$ cat src/hw/rtl/tssg_pkg.sv
// Shared types and codes for the triangle scanline span generator.
package tssg_pkg;

    localparam logic CMD_LOAD = 1'b0;
    localparam logic CMD_STEP = 1'b1;

    localparam logic [1:0] JOB_BOT0 = 2'd0;
    localparam logic [1:0] JOB_BOT1 = 2'd1;
    localparam logic [1:0] JOB_TOP0 = 2'd2;
    localparam logic [1:0] JOB_TOP1 = 2'd3;

    typedef struct packed {
        logic       load;
        logic       mul;
        logic       mid_direct;
        logic       start_mid;
        logic       wr_mid;
        logic       start_slope;
        logic       wr_slope;
        logic [1:0] job;
        logic       init_bottom;
        logic       init_top;
        logic       adv_bottom;
        logic       adv_top;
        logic       emit;
        logic       emit_last;
    } tssg_cmd_t;

    typedef struct packed {
        logic flat_bottom;
        logic ay_eq_by;
        logic row_ge_by;
        logic top_last;
        logic div_done;
        logic div_busy;
        logic out_busy;
    } tssg_status_t;

endpackage

$ cat src/hw/rtl/tssg_div.sv
// Iterative signed divider, one quotient bit per cycle, truncates toward zero.
module tssg_div
    import tssg_pkg::*;
#(
    parameter int NUM_W = 29,
    parameter int DEN_W = 13
)
(
    input  logic                    clk,
    input  logic                    rst_n,
    input  logic                    start,
    input  logic signed [NUM_W:0]   num,
    input  logic signed [DEN_W:0]   den,
    output logic                    busy,
    output logic                    done,
    output logic signed [NUM_W:0]   quo
);

    localparam int CNT_W = $clog2(NUM_W + 1);

    logic                 busy_reg;
    logic                 busy_next;
    logic                 done_reg;
    logic                 done_next;
    logic [CNT_W-1:0]     cnt_reg;
    logic [CNT_W-1:0]     cnt_next;
    logic                 neg_reg;
    logic [NUM_W-1:0]     q_reg;
    logic [DEN_W-1:0]     rem_reg;
    logic [DEN_W-1:0]     den_reg;

    logic signed [NUM_W:0] num_abs;
    logic signed [DEN_W:0] den_abs;
    logic [DEN_W:0]        trial;
    logic                  ge;
    logic [DEN_W:0]        rem_sub;

    assign num_abs = num[NUM_W] ? -num : num;
    assign den_abs = den[DEN_W] ? -den : den;
    assign trial   = {rem_reg, q_reg[NUM_W-1]};
    assign ge      = trial >= {1'b0, den_reg};
    assign rem_sub = ge ? (trial - {1'b0, den_reg}) : trial;

    always_comb
    begin
        busy_next = busy_reg;
        done_next = 1'b0;
        cnt_next  = cnt_reg;
        if (start)
        begin
            if (den == '0)
            begin
                busy_next = 1'b0;
                done_next = 1'b1;
            end
            else
            begin
                busy_next = 1'b1;
                cnt_next  = CNT_W'(NUM_W);
            end
        end
        else if (busy_reg)
        begin
            cnt_next = cnt_reg - 1'b1;
            if (cnt_reg == CNT_W'(1))
            begin
                busy_next = 1'b0;
                done_next = 1'b1;
            end
        end
    end

    always_ff @(posedge clk or negedge rst_n)
    begin
        if (!rst_n)
        begin
            busy_reg <= 1'b0;
            done_reg <= 1'b0;
            cnt_reg  <= '0;
        end
        else
        begin
            busy_reg <= busy_next;
            done_reg <= done_next;
            cnt_reg  <= cnt_next;
        end
    end

    always_ff @(posedge clk)
    begin
        if (start)
        begin
            neg_reg <= num[NUM_W] ^ den[DEN_W];
            q_reg   <= (den == '0) ? '0 : num_abs[NUM_W-1:0];
            rem_reg <= '0;
            den_reg <= den_abs[DEN_W-1:0];
        end
        else if (busy_reg)
        begin
            q_reg   <= {q_reg[NUM_W-2:0], ge};
            rem_reg <= rem_sub[DEN_W-1:0];
        end
    end

    assign busy = busy_reg;
    assign done = done_reg;
    assign quo  = neg_reg ? -$signed({1'b0, q_reg}) : $signed({1'b0, q_reg});

endmodule

$ cat src/hw/rtl/tssg_datapath.sv
// Datapath: vertex sort, split point, edge slopes, edge accumulators and output register.
module tssg_datapath
    import tssg_pkg::*;
#(
    parameter int COORD_BITS = 13,
    parameter int FRAC_BITS  = 16
)
(
    input  logic                                  clk,
    input  logic                                  rst_n,
    input  tssg_cmd_t                             cmd,
    output tssg_status_t                          sts,
    input  logic [6*COORD_BITS+31:0]              load_data,
    input  logic                                  out_ready,
    output logic                                  out_valid,
    output logic [COORD_BITS-1:0]                 span_y,
    output logic [COORD_BITS-1:0]                 span_x_from,
    output logic [COORD_BITS-1:0]                 span_x_to,
    output logic                                  span_visible,
    output logic                                  span_last,
    output logic [31:0]                           span_color
);

    localparam int C     = COORD_BITS;
    localparam int F     = FRAC_BITS;
    localparam int NUM_W = (C + F > 2 * C) ? (C + F) : (2 * C);
    localparam int NS    = NUM_W + 1;
    localparam int ACC_W = C + F + 2;

    function automatic logic signed [ACC_W-1:0] to_fix(input logic signed [C-1:0] x);
        to_fix = ACC_W'(x) <<< F;
    endfunction

    function automatic logic [C-1:0] fix_to_x(input logic signed [ACC_W-1:0] a);
        logic signed [ACC_W-1:0] sh;
        logic                    rnd;
        sh       = a >>> F;
        rnd      = a[ACC_W-1] && (a[F-1:0] != '0);
        fix_to_x = C'(sh + ACC_W'(rnd));
    endfunction

    // sort by y with three compare-swaps; a tie never swaps a pair
    logic signed [C-1:0] in_x0, in_y0, in_x1, in_y1, in_x2, in_y2;
    logic signed [C-1:0] p0x, p0y, p1x, p1y;
    logic signed [C-1:0] q0x, q0y, q2x, q2y;
    logic signed [C-1:0] r1x, r1y, r2x, r2y;

    assign in_x0 = load_data[C-1:0];
    assign in_y0 = load_data[2*C-1:C];
    assign in_x1 = load_data[3*C-1:2*C];
    assign in_y1 = load_data[4*C-1:3*C];
    assign in_x2 = load_data[5*C-1:4*C];
    assign in_y2 = load_data[6*C-1:5*C];

    always_comb
    begin
        if (in_y0 > in_y1)
        begin
            p0x = in_x1; p0y = in_y1; p1x = in_x0; p1y = in_y0;
        end
        else
        begin
            p0x = in_x0; p0y = in_y0; p1x = in_x1; p1y = in_y1;
        end
        if (p0y > in_y2)
        begin
            q0x = in_x2; q0y = in_y2; q2x = p0x; q2y = p0y;
        end
        else
        begin
            q0x = p0x; q0y = p0y; q2x = in_x2; q2y = in_y2;
        end
        if (p1y > q2y)
        begin
            r1x = q2x; r1y = q2y; r2x = p1x; r2y = p1y;
        end
        else
        begin
            r1x = p1x; r1y = p1y; r2x = q2x; r2y = q2y;
        end
    end

    logic signed [C-1:0]     ax_reg, ay_reg, bx_reg, by_reg, cx_reg, cy_reg;
    logic signed [C-1:0]     mid_reg;
    logic [31:0]             color_reg;
    logic signed [NUM_W:0]   mul_reg;
    logic signed [ACC_W-1:0] sb0_reg, sb1_reg, st0_reg, st1_reg;
    logic signed [ACC_W-1:0] acc0_reg, acc1_reg;
    logic signed [C-1:0]     row_reg;

    logic signed [C:0]       d_bx_ax, d_mid_ax, d_cx_ax, d_cx_bx, d_cx_mid;
    logic signed [C:0]       d_by_ay, d_cy_by, d_cy_ay;
    logic signed [2*C+1:0]   prod;
    logic signed [C:0]       dx_sel;
    logic signed [C:0]       dy_sel;
    logic signed [NUM_W:0]   div_num;
    logic signed [C:0]       div_den;
    logic signed [NUM_W:0]   div_quo;
    logic                    div_busy;
    logic                    div_done;
    logic signed [C:0]       mid_sum;
    logic signed [C:0]       row_m1;
    logic signed [C:0]       by_ext;
    logic [C-1:0]            x0;
    logic [C-1:0]            x1;

    assign d_bx_ax  = {bx_reg[C-1], bx_reg} - {ax_reg[C-1], ax_reg};
    assign d_mid_ax = {mid_reg[C-1], mid_reg} - {ax_reg[C-1], ax_reg};
    assign d_cx_ax  = {cx_reg[C-1], cx_reg} - {ax_reg[C-1], ax_reg};
    assign d_cx_bx  = {cx_reg[C-1], cx_reg} - {bx_reg[C-1], bx_reg};
    assign d_cx_mid = {cx_reg[C-1], cx_reg} - {mid_reg[C-1], mid_reg};
    assign d_by_ay  = {by_reg[C-1], by_reg} - {ay_reg[C-1], ay_reg};
    assign d_cy_by  = {cy_reg[C-1], cy_reg} - {by_reg[C-1], by_reg};
    assign d_cy_ay  = {cy_reg[C-1], cy_reg} - {ay_reg[C-1], ay_reg};
    assign prod     = d_cx_ax * d_by_ay;

    always_comb
    begin
        unique case (cmd.job)
            JOB_BOT0:
            begin
                dx_sel = d_bx_ax;
                dy_sel = d_by_ay;
            end
            JOB_BOT1:
            begin
                dx_sel = d_mid_ax;
                dy_sel = d_by_ay;
            end
            JOB_TOP0:
            begin
                dx_sel = sts.ay_eq_by ? d_cx_ax : d_cx_bx;
                dy_sel = d_cy_by;
            end
            JOB_TOP1:
            begin
                dx_sel = d_cx_mid;
                dy_sel = d_cy_by;
            end
            default:
            begin
                dx_sel = d_bx_ax;
                dy_sel = d_by_ay;
            end
        endcase
    end

    assign div_num = cmd.start_mid ? mul_reg : (NS'(dx_sel) <<< F);
    assign div_den = cmd.start_mid ? d_cy_ay : dy_sel;

    tssg_div #(
        .NUM_W (NUM_W),
        .DEN_W (C)
    ) u_div (
        .clk   (clk),
        .rst_n (rst_n),
        .start (cmd.start_mid | cmd.start_slope),
        .num   (div_num),
        .den   (div_den),
        .busy  (div_busy),
        .done  (div_done),
        .quo   (div_quo)
    );

    assign mid_sum = {ax_reg[C-1], ax_reg} + div_quo[C:0];
    assign row_m1  = {row_reg[C-1], row_reg} - 1'b1;
    assign by_ext  = {by_reg[C-1], by_reg};
    assign x0      = fix_to_x(acc0_reg);
    assign x1      = fix_to_x(acc1_reg);

    always_ff @(posedge clk)
    begin
        if (cmd.load)
        begin
            ax_reg    <= q0x;
            ay_reg    <= q0y;
            bx_reg    <= r1x;
            by_reg    <= r1y;
            cx_reg    <= r2x;
            cy_reg    <= r2y;
            color_reg <= load_data[6*C+31:6*C];
        end
        if (cmd.mul)
        begin
            mul_reg <= NS'(prod);
        end
        if (cmd.mid_direct)
        begin
            mid_reg <= sts.flat_bottom ? cx_reg : bx_reg;
        end
        else if (cmd.wr_mid)
        begin
            mid_reg <= mid_sum[C-1:0];
        end
        if (cmd.wr_slope)
        begin
            unique case (cmd.job)
                JOB_BOT0: sb0_reg <= ACC_W'(div_quo);
                JOB_BOT1: sb1_reg <= ACC_W'(div_quo);
                JOB_TOP0: st0_reg <= ACC_W'(div_quo);
                JOB_TOP1: st1_reg <= ACC_W'(div_quo);
                default:  sb0_reg <= ACC_W'(div_quo);
            endcase
        end
        if (cmd.init_top)
        begin
            acc0_reg <= to_fix(cx_reg);
            acc1_reg <= to_fix(cx_reg);
            row_reg  <= cy_reg;
        end
        else if (cmd.init_bottom)
        begin
            acc0_reg <= to_fix(ax_reg);
            acc1_reg <= to_fix(ax_reg);
            row_reg  <= ay_reg;
        end
        else if (cmd.adv_bottom)
        begin
            acc0_reg <= acc0_reg + sb0_reg;
            acc1_reg <= acc1_reg + sb1_reg;
            row_reg  <= row_reg + 1'b1;
        end
        else if (cmd.adv_top)
        begin
            acc0_reg <= acc0_reg - st0_reg;
            acc1_reg <= acc1_reg - st1_reg;
            row_reg  <= row_m1[C-1:0];
        end
    end

    // output register
    logic         out_valid_reg;
    logic [C-1:0] span_y_reg;
    logic [C-1:0] span_x_from_reg;
    logic [C-1:0] span_x_to_reg;
    logic         span_visible_reg;
    logic         span_last_reg;
    logic [31:0]  span_color_reg;

    always_ff @(posedge clk or negedge rst_n)
    begin
        if (!rst_n)
        begin
            out_valid_reg <= 1'b0;
        end
        else if (cmd.emit)
        begin
            out_valid_reg <= 1'b1;
        end
        else if (out_ready)
        begin
            out_valid_reg <= 1'b0;
        end
    end

    always_ff @(posedge clk)
    begin
        if (cmd.emit)
        begin
            span_y_reg       <= row_reg;
            span_x_from_reg  <= x0;
            span_x_to_reg    <= x1;
            span_visible_reg <= (x0 != x1);
            span_last_reg    <= cmd.emit_last;
            span_color_reg   <= color_reg;
        end
    end

    assign out_valid    = out_valid_reg;
    assign span_y       = span_y_reg;
    assign span_x_from  = span_x_from_reg;
    assign span_x_to    = span_x_to_reg;
    assign span_visible = span_visible_reg;
    assign span_last    = span_last_reg;
    assign span_color   = span_color_reg;

    assign sts.flat_bottom = (by_reg == cy_reg);
    assign sts.ay_eq_by    = (ay_reg == by_reg);
    assign sts.row_ge_by   = (row_reg >= by_reg);
    assign sts.top_last    = (row_m1 <= by_ext);
    assign sts.div_done    = div_done;
    assign sts.div_busy    = div_busy;
    assign sts.out_busy    = out_valid_reg & ~out_ready;

endmodule

$ cat src/hw/rtl/tssg_ctrl.sv
// Controller: triangle setup sequence and span phase state machine.
module tssg_ctrl
    import tssg_pkg::*;
(
    input  logic         clk,
    input  logic         rst_n,
    input  logic         in_valid,
    input  logic         in_command,
    output logic         in_ready,
    input  tssg_status_t sts,
    output tssg_cmd_t    cmd
);

    localparam logic [2:0] S_IDLE     = 3'd0;
    localparam logic [2:0] S_SETUP    = 3'd1;
    localparam logic [2:0] S_MID_GO   = 3'd2;
    localparam logic [2:0] S_MID_WAIT = 3'd3;
    localparam logic [2:0] S_SLP_GO   = 3'd4;
    localparam logic [2:0] S_SLP_WAIT = 3'd5;
    localparam logic [2:0] S_BOTTOM   = 3'd6;
    localparam logic [2:0] S_TOP      = 3'd7;

    logic [2:0] state_reg;
    logic [2:0] state_next;
    logic [1:0] job_reg;
    logic [1:0] job_next;
    logic       open_state;
    logic       accept;

    assign open_state = (state_reg == S_IDLE) || (state_reg == S_BOTTOM)
                        || (state_reg == S_TOP);
    assign in_ready   = open_state & ~sts.out_busy;
    assign accept     = in_valid & in_ready;

    always_comb
    begin
        state_next = state_reg;
        job_next   = job_reg;
        cmd        = '0;
        cmd.job    = job_reg;
        if (accept && in_command == CMD_LOAD)
        begin
            cmd.load   = 1'b1;
            state_next = S_SETUP;
        end
        else
        begin
            unique case (state_reg)
                S_IDLE:
                begin
                end
                S_SETUP:
                begin
                    cmd.mul  = 1'b1;
                    job_next = JOB_BOT0;
                    if (sts.flat_bottom || sts.ay_eq_by)
                    begin
                        cmd.mid_direct = 1'b1;
                        state_next     = S_SLP_GO;
                    end
                    else
                    begin
                        state_next = S_MID_GO;
                    end
                end
                S_MID_GO:
                begin
                    cmd.start_mid = 1'b1;
                    state_next    = S_MID_WAIT;
                end
                S_MID_WAIT:
                begin
                    if (sts.div_done)
                    begin
                        cmd.wr_mid = 1'b1;
                        state_next = S_SLP_GO;
                    end
                end
                S_SLP_GO:
                begin
                    cmd.start_slope = 1'b1;
                    state_next      = S_SLP_WAIT;
                end
                S_SLP_WAIT:
                begin
                    if (sts.div_done)
                    begin
                        cmd.wr_slope = 1'b1;
                        if (job_reg == JOB_TOP1)
                        begin
                            if (sts.ay_eq_by && !sts.flat_bottom)
                            begin
                                cmd.init_top = 1'b1;
                                state_next   = S_TOP;
                            end
                            else
                            begin
                                cmd.init_bottom = 1'b1;
                                state_next      = S_BOTTOM;
                            end
                        end
                        else
                        begin
                            job_next   = job_reg + 1'b1;
                            state_next = S_SLP_GO;
                        end
                    end
                end
                S_BOTTOM:
                begin
                    if (accept)
                    begin
                        cmd.emit = 1'b1;
                        if (sts.row_ge_by)
                        begin
                            if (sts.flat_bottom)
                            begin
                                cmd.emit_last = 1'b1;
                                state_next    = S_IDLE;
                            end
                            else
                            begin
                                cmd.init_top = 1'b1;
                                state_next   = S_TOP;
                            end
                        end
                        else
                        begin
                            cmd.adv_bottom = 1'b1;
                        end
                    end
                end
                S_TOP:
                begin
                    if (accept)
                    begin
                        cmd.emit      = 1'b1;
                        cmd.adv_top   = 1'b1;
                        cmd.emit_last = sts.top_last;
                        if (sts.top_last)
                        begin
                            state_next = S_IDLE;
                        end
                    end
                end
                default:
                begin
                    state_next = S_IDLE;
                end
            endcase
        end
    end

    always_ff @(posedge clk or negedge rst_n)
    begin
        if (!rst_n)
        begin
            state_reg <= S_IDLE;
            job_reg   <= JOB_BOT0;
        end
        else
        begin
            state_reg <= state_next;
            job_reg   <= job_next;
        end
    end

endmodule

$ cat src/hw/rtl/triangle_scanline_span_generator_core.sv
// Top level of the triangle scanline span generator.
// Load transfer: input closed during setup (optional split-point and four slope divisions),
// N = max(COORD_BITS+FRAC_BITS, 2*COORD_BITS) bits, shared one-bit-per-cycle divider.
// Steps: one per cycle unless output stalls; span appears in output register next cycle.
// Zero-height edges give a zero divisor: the divider sets done without iterating, quotient 0.
// Reset (rst_n low, asynchronous): no triangle held, output empty, steps ignored.
module triangle_scanline_span_generator_core
    import tssg_pkg::*;
#(
    parameter int COORD_BITS = 13,
    parameter int FRAC_BITS  = 16
)
(
    input  logic                                           clk,
    input  logic                                           rst_n,
    input  logic                                           s_axis_tvalid,
    output logic                                           s_axis_tready,
    // vert0_x, vert0_y, vert1_x, vert1_y, vert2_x, vert2_y, fill_color, zero pad
    input  logic [((6*COORD_BITS+32+7)/8)*8-1:0]           s_axis_tdata,
    // command
    input  logic                                           s_axis_tuser,
    output logic                                           m_axis_tvalid,
    input  logic                                           m_axis_tready,
    // span_y, span_x_from, span_x_to, span_color, zero pad
    output logic [((3*COORD_BITS+32+7)/8)*8-1:0]           m_axis_tdata,
    // span_visible
    output logic                                           m_axis_tuser,
    output logic                                           m_axis_tlast
);

    localparam int OUT_W = ((3*COORD_BITS+32+7)/8)*8;

    tssg_cmd_t             cmd;
    tssg_status_t          sts;
    logic [COORD_BITS-1:0] span_y;
    logic [COORD_BITS-1:0] span_x_from;
    logic [COORD_BITS-1:0] span_x_to;
    logic [31:0]           span_color;

    tssg_ctrl u_ctrl (
        .clk        (clk),
        .rst_n      (rst_n),
        .in_valid   (s_axis_tvalid),
        .in_command (s_axis_tuser),
        .in_ready   (s_axis_tready),
        .sts        (sts),
        .cmd        (cmd)
    );

    tssg_datapath #(
        .COORD_BITS (COORD_BITS),
        .FRAC_BITS  (FRAC_BITS)
    ) u_datapath (
        .clk          (clk),
        .rst_n        (rst_n),
        .cmd          (cmd),
        .sts          (sts),
        .load_data    (s_axis_tdata[6*COORD_BITS+31:0]),
        .out_ready    (m_axis_tready),
        .out_valid    (m_axis_tvalid),
        .span_y       (span_y),
        .span_x_from  (span_x_from),
        .span_x_to    (span_x_to),
        .span_visible (m_axis_tuser),
        .span_last    (m_axis_tlast),
        .span_color   (span_color)
    );

    assign m_axis_tdata = OUT_W'({span_color, span_x_to, span_x_from, span_y});

    a_no_accept_while_dividing: assert property (
        @(posedge clk) disable iff (!rst_n)
        sts.div_busy |-> !s_axis_tready)
        else $error("input accepted while divider busy");

    a_load_blocks_input: assert property (
        @(posedge clk) disable iff (!rst_n)
        (s_axis_tvalid && s_axis_tready && s_axis_tuser == CMD_LOAD) |=> !s_axis_tready)
        else $error("input open directly after load transfer");

    a_span_from_step: assert property (
        @(posedge clk) disable iff (!rst_n)
        $rose(m_axis_tvalid) |->
            $past(s_axis_tvalid && s_axis_tready && s_axis_tuser == CMD_STEP))
        else $error("span produced without step transfer");

    a_emit_not_in_setup: assert property (
        @(posedge clk) disable iff (!rst_n)
        cmd.emit |-> !sts.div_busy && !sts.div_done)
        else $error("span emitted during triangle setup");

endmodule

$ cat config.mk
export PLATFORM = sky130hd
export DESIGN_NAME = triangle_scanline_span_generator_core
export DESIGN_NICKNAME = d
export VERILOG_FILES = /design/src/hw/rtl/tssg_pkg.sv /design/src/hw/rtl/tssg_div.sv /design/src/hw/rtl/tssg_datapath.sv /design/src/hw/rtl/tssg_ctrl.sv /design/src/hw/rtl/triangle_scanline_span_generator_core.sv
export SDC_FILE = /design/constraint.sdc
export NUM_CORES = 2
export LEC_CHECK = 0
export BUFFER_PORTS_ARGS = -buffer_cell sky130_fd_sc_hd__buf_2
export CAP_MARGIN = 25
export CORE_MARGIN = 3
export CORE_UTILIZATION = 40
export DETAILED_ROUTE_END_ITERATION = 16
export GPL_TIMING_DRIVEN = 1
export PLACE_DENSITY_LB_ADDON = 0.1
export SLEW_MARGIN = 20
export SYNTH_ARGS = -nofsm -noshare
export SYNTH_HDL_FRONTEND = slang
export SYNTH_SLANG_ARGS = --single-unit
$ cat constraint.sdc
create_clock -name clk -period 11 [get_ports clk]
set_input_delay 1.65 -clock clk [delete_from_list [all_inputs] [get_ports clk]]
set_output_delay 1.65 -clock clk [all_outputs]
set_load 0.01 [all_outputs]
==> impl_metrics.toml <==
[outcome]
outcome = "finished, final reports clean"

[final_layout]
fillCellCount = 9933
final_cell_mix = "edfxtp_1 (430), inv_1 (426), nor2_1 (401)"
drive_gt1_frac = 0.0967
nets = 5130
diodes = 0
syn2layout_area_growth_pct = 11.4
layout_commonest_cell = "edfxtp_1"

[min_path]
hold_depth = 0
worstHoldPathType = "flip-flop to flip-flop"

[sta]
tightest_slew_ns = 1.07
fin_crit_sh = 0.866
finClkSkew_ns = 0.0400
hold_viol_final = 0
fmax_mhz = 105
period_minus_slack_ns = 9.53
slew_headroom = 0.281
rsz0062_at_grt = "false"
setup_viol = 0
hold_slack_ns = 0.417
drv_slew = 0
timing.setup.tns_ns = 0

[critical_path]
cp-start-kind = "flip-flop"
path_buf_inv = 4
worstSetupPathType = "flip-flop to flip-flop"
r2r.worst_path.cells = 29
worstSetupPathDepth = 29
worst_path_max_delay_cell = "xor2_1"
worstPathRequired_ns = 11.40
critical-path-max-stage-delay_ns = 0.86
arrival_ns = 9.93
cp-end-kind = "flip-flop"
worstPathMaxFanout = 7
cpMostUsedCell = "fa_1"
cp_top_family = "adder cells"

[die]
fp.dieW_um = 325
start_util = 0.405
fp.dieH_um = 325
die_area_mm2 = 0.106
core_area_mm2 = 0.101
rows = 116
io_pins = 193

[synth]
syn_area_per_cell_um2 = 9.51
synth_area_leaders = "edfxtp_1 (32%), fa_1 (10%), ha_1 (10%)"
yosys_warnings = 0
synth_ff_type = "edfxtp_1"
syn_inst = 4293
synth_top_area_frac = 0.316
ys_async_sr_fraction = 0.0266
yosysSeqAreaShare = 0.346
synth.distinct_cells = 98
synth_edf_count = 430
ys_ff_latch = 488
yosys.area.top_type = "edfxtp_1"
synth_area_mm2 = 0.0408
synth_fp_nets = 4942

[global_routing]
antenna_found_initial = 5
grt_usage = 0.231
grt_pass1_vias = 31400
grt_max_degree = 79
grt_overflow_total = 0
grt_first_pass_wirelength_mm = 190

[routing]
met2_length_mm = 60.8
drt_iter0_markers = 2389
wl_met3_mm = 5.24
met1_length_mm = 54.4
via_per_inst = 5.46
first_pass_iters = 6
wire_per_inst_um = 21.1
top_layer_used = "met4"
route.detailed.drc = 0
wirelength_mm = 124
vias = 32100
ant_nets = 0

[clock_network]
clkSlewWorstSetupHoldPaths_ns = 0.06
cts_resized = 0
cts_htree_levels = 2
clk_path_buf_depth = 3
numCtsBuffers = 58
clk_latency_ns = 0.67
cts-root-buf = "clkbuf_16"
cts_tree = "yes"
hold_buffers = 0
cts_sinks = 488
post_cts.repair.setup_buffers = 0

[job]
cap_violations = 0

[placed_design]
dp_hpwl_mm = 98.0
io_buffers = 189
place.gp.congestion = 0.919
-- through the flow --
stage / setup WS (ns) / cells / utilization / instance area (um^2)
final: 1.47 / 5886 / 0.451 / 45500
after global routing: 1.07 / 5886 / 0.451 / 45500
after CTS: 1.44 / 5886 / 0.451 / 45500
after detailed placement: 1.49 / 5778 / 0.433 / 43600
after global placement: 1.57 / 5775 / 0.433 / 43600
after floorplan: 0.888 / 4293 / - / 40800
-- synth_stat cells, types with 40 or more instances --
master and instances:
a21o_1 67, a21oi_1 305, a31oi_1 41, clkbuf_1 119, dfxtp_1 45, edfxtp_1 430
fa_1 206, ha_1 326, inv_1 427, mux2i_1 96, nand2_1 380, nand2b_1 64
nand3_1 61, nor2_1 404, nor2b_1 48, nor3_1 77, nor4_1 42, o21a_1 42
o21ai_0 214, or3_1 40, xnor2_1 210, xor2_1 125
-- layout make-up --
class                      count  area (um^2)  share of cell area
clock buffer                  71         1580              0.0348
clock inverter                37          288             0.00633
inverter                     429         1610              0.0354
multi-input combinational   3238        24600               0.542
sequential                   488        14100               0.311
tap                         1357         1700              0.0373
timing repair buffer         266         1520              0.0335
-- worst reg2reg max path: cells and delay by family, from the launching register on --
family	cells	cell delay, ns
flip-flops	1	0.58
AND/OR/NAND/NOR	8	1.85
buffers and inverters	4	0.21
adder cells (fa/ha/maj)	8	3.96
AO/OA/AOI/OAI	7	1.55
XOR/XNOR	2	1.13
-- layer usage --
metal  vias up  GRT usage
met5         -          0
met2       752      0.402
met1     15600      0.303
li1      15500          -
met3       173     0.0225
met4         0     0.0705
-- kinds of logic (layout without fill, tap and decap cells) --
kind of cell / Yosys count / after routing / synth area share
mux: 100 / 100 / 0.0246
other cells: 1 / 1 / 0.0000918
compound gates: 974 / 974 / 0.153
xor+xnor: 336 / 336 / 0.0725
flops: 488 / 488 / 0.346
simple gates: 1295 / 1295 / 0.150
fa+ha+maj: 532 / 532 / 0.201
buf+inv: 567 / 803 / 0.0530
-- worst paths after layout --
| path | from | to | slack (ns) |
|---|---|---|---|
| worst max-delay path | u_datapath.cx_reg[6]$_DFFE_PP_ | u_datapath.mul_reg[27]$_DFFE_PP_ | 1.47 |
| worst min-delay path | u_datapath.color_reg[17]$_DFFE_PP_ | u_datapath.span_color[17]$_DFFE_PP_ | 0.42 |
| worst max register to register | u_datapath.cx_reg[6]$_DFFE_PP_ | u_datapath.mul_reg[27]$_DFFE_PP_ | 1.47 |
| worst min register to register | u_datapath.color_reg[17]$_DFFE_PP_ | u_datapath.span_color[17]$_DFFE_PP_ | 0.42 |
| max in group asynchronous | rst_n | u_ctrl.state_reg[0]$_DFFE_PN0P_ | 9.70 |
| min in group asynchronous | rst_n | u_ctrl.job_reg[0]$_DFFE_PN0P_ | 0.94 |
Power is left out: the tool's default activity adds up to more than one toggle a clock period on the data nets, which glitch-free logic cannot reach.
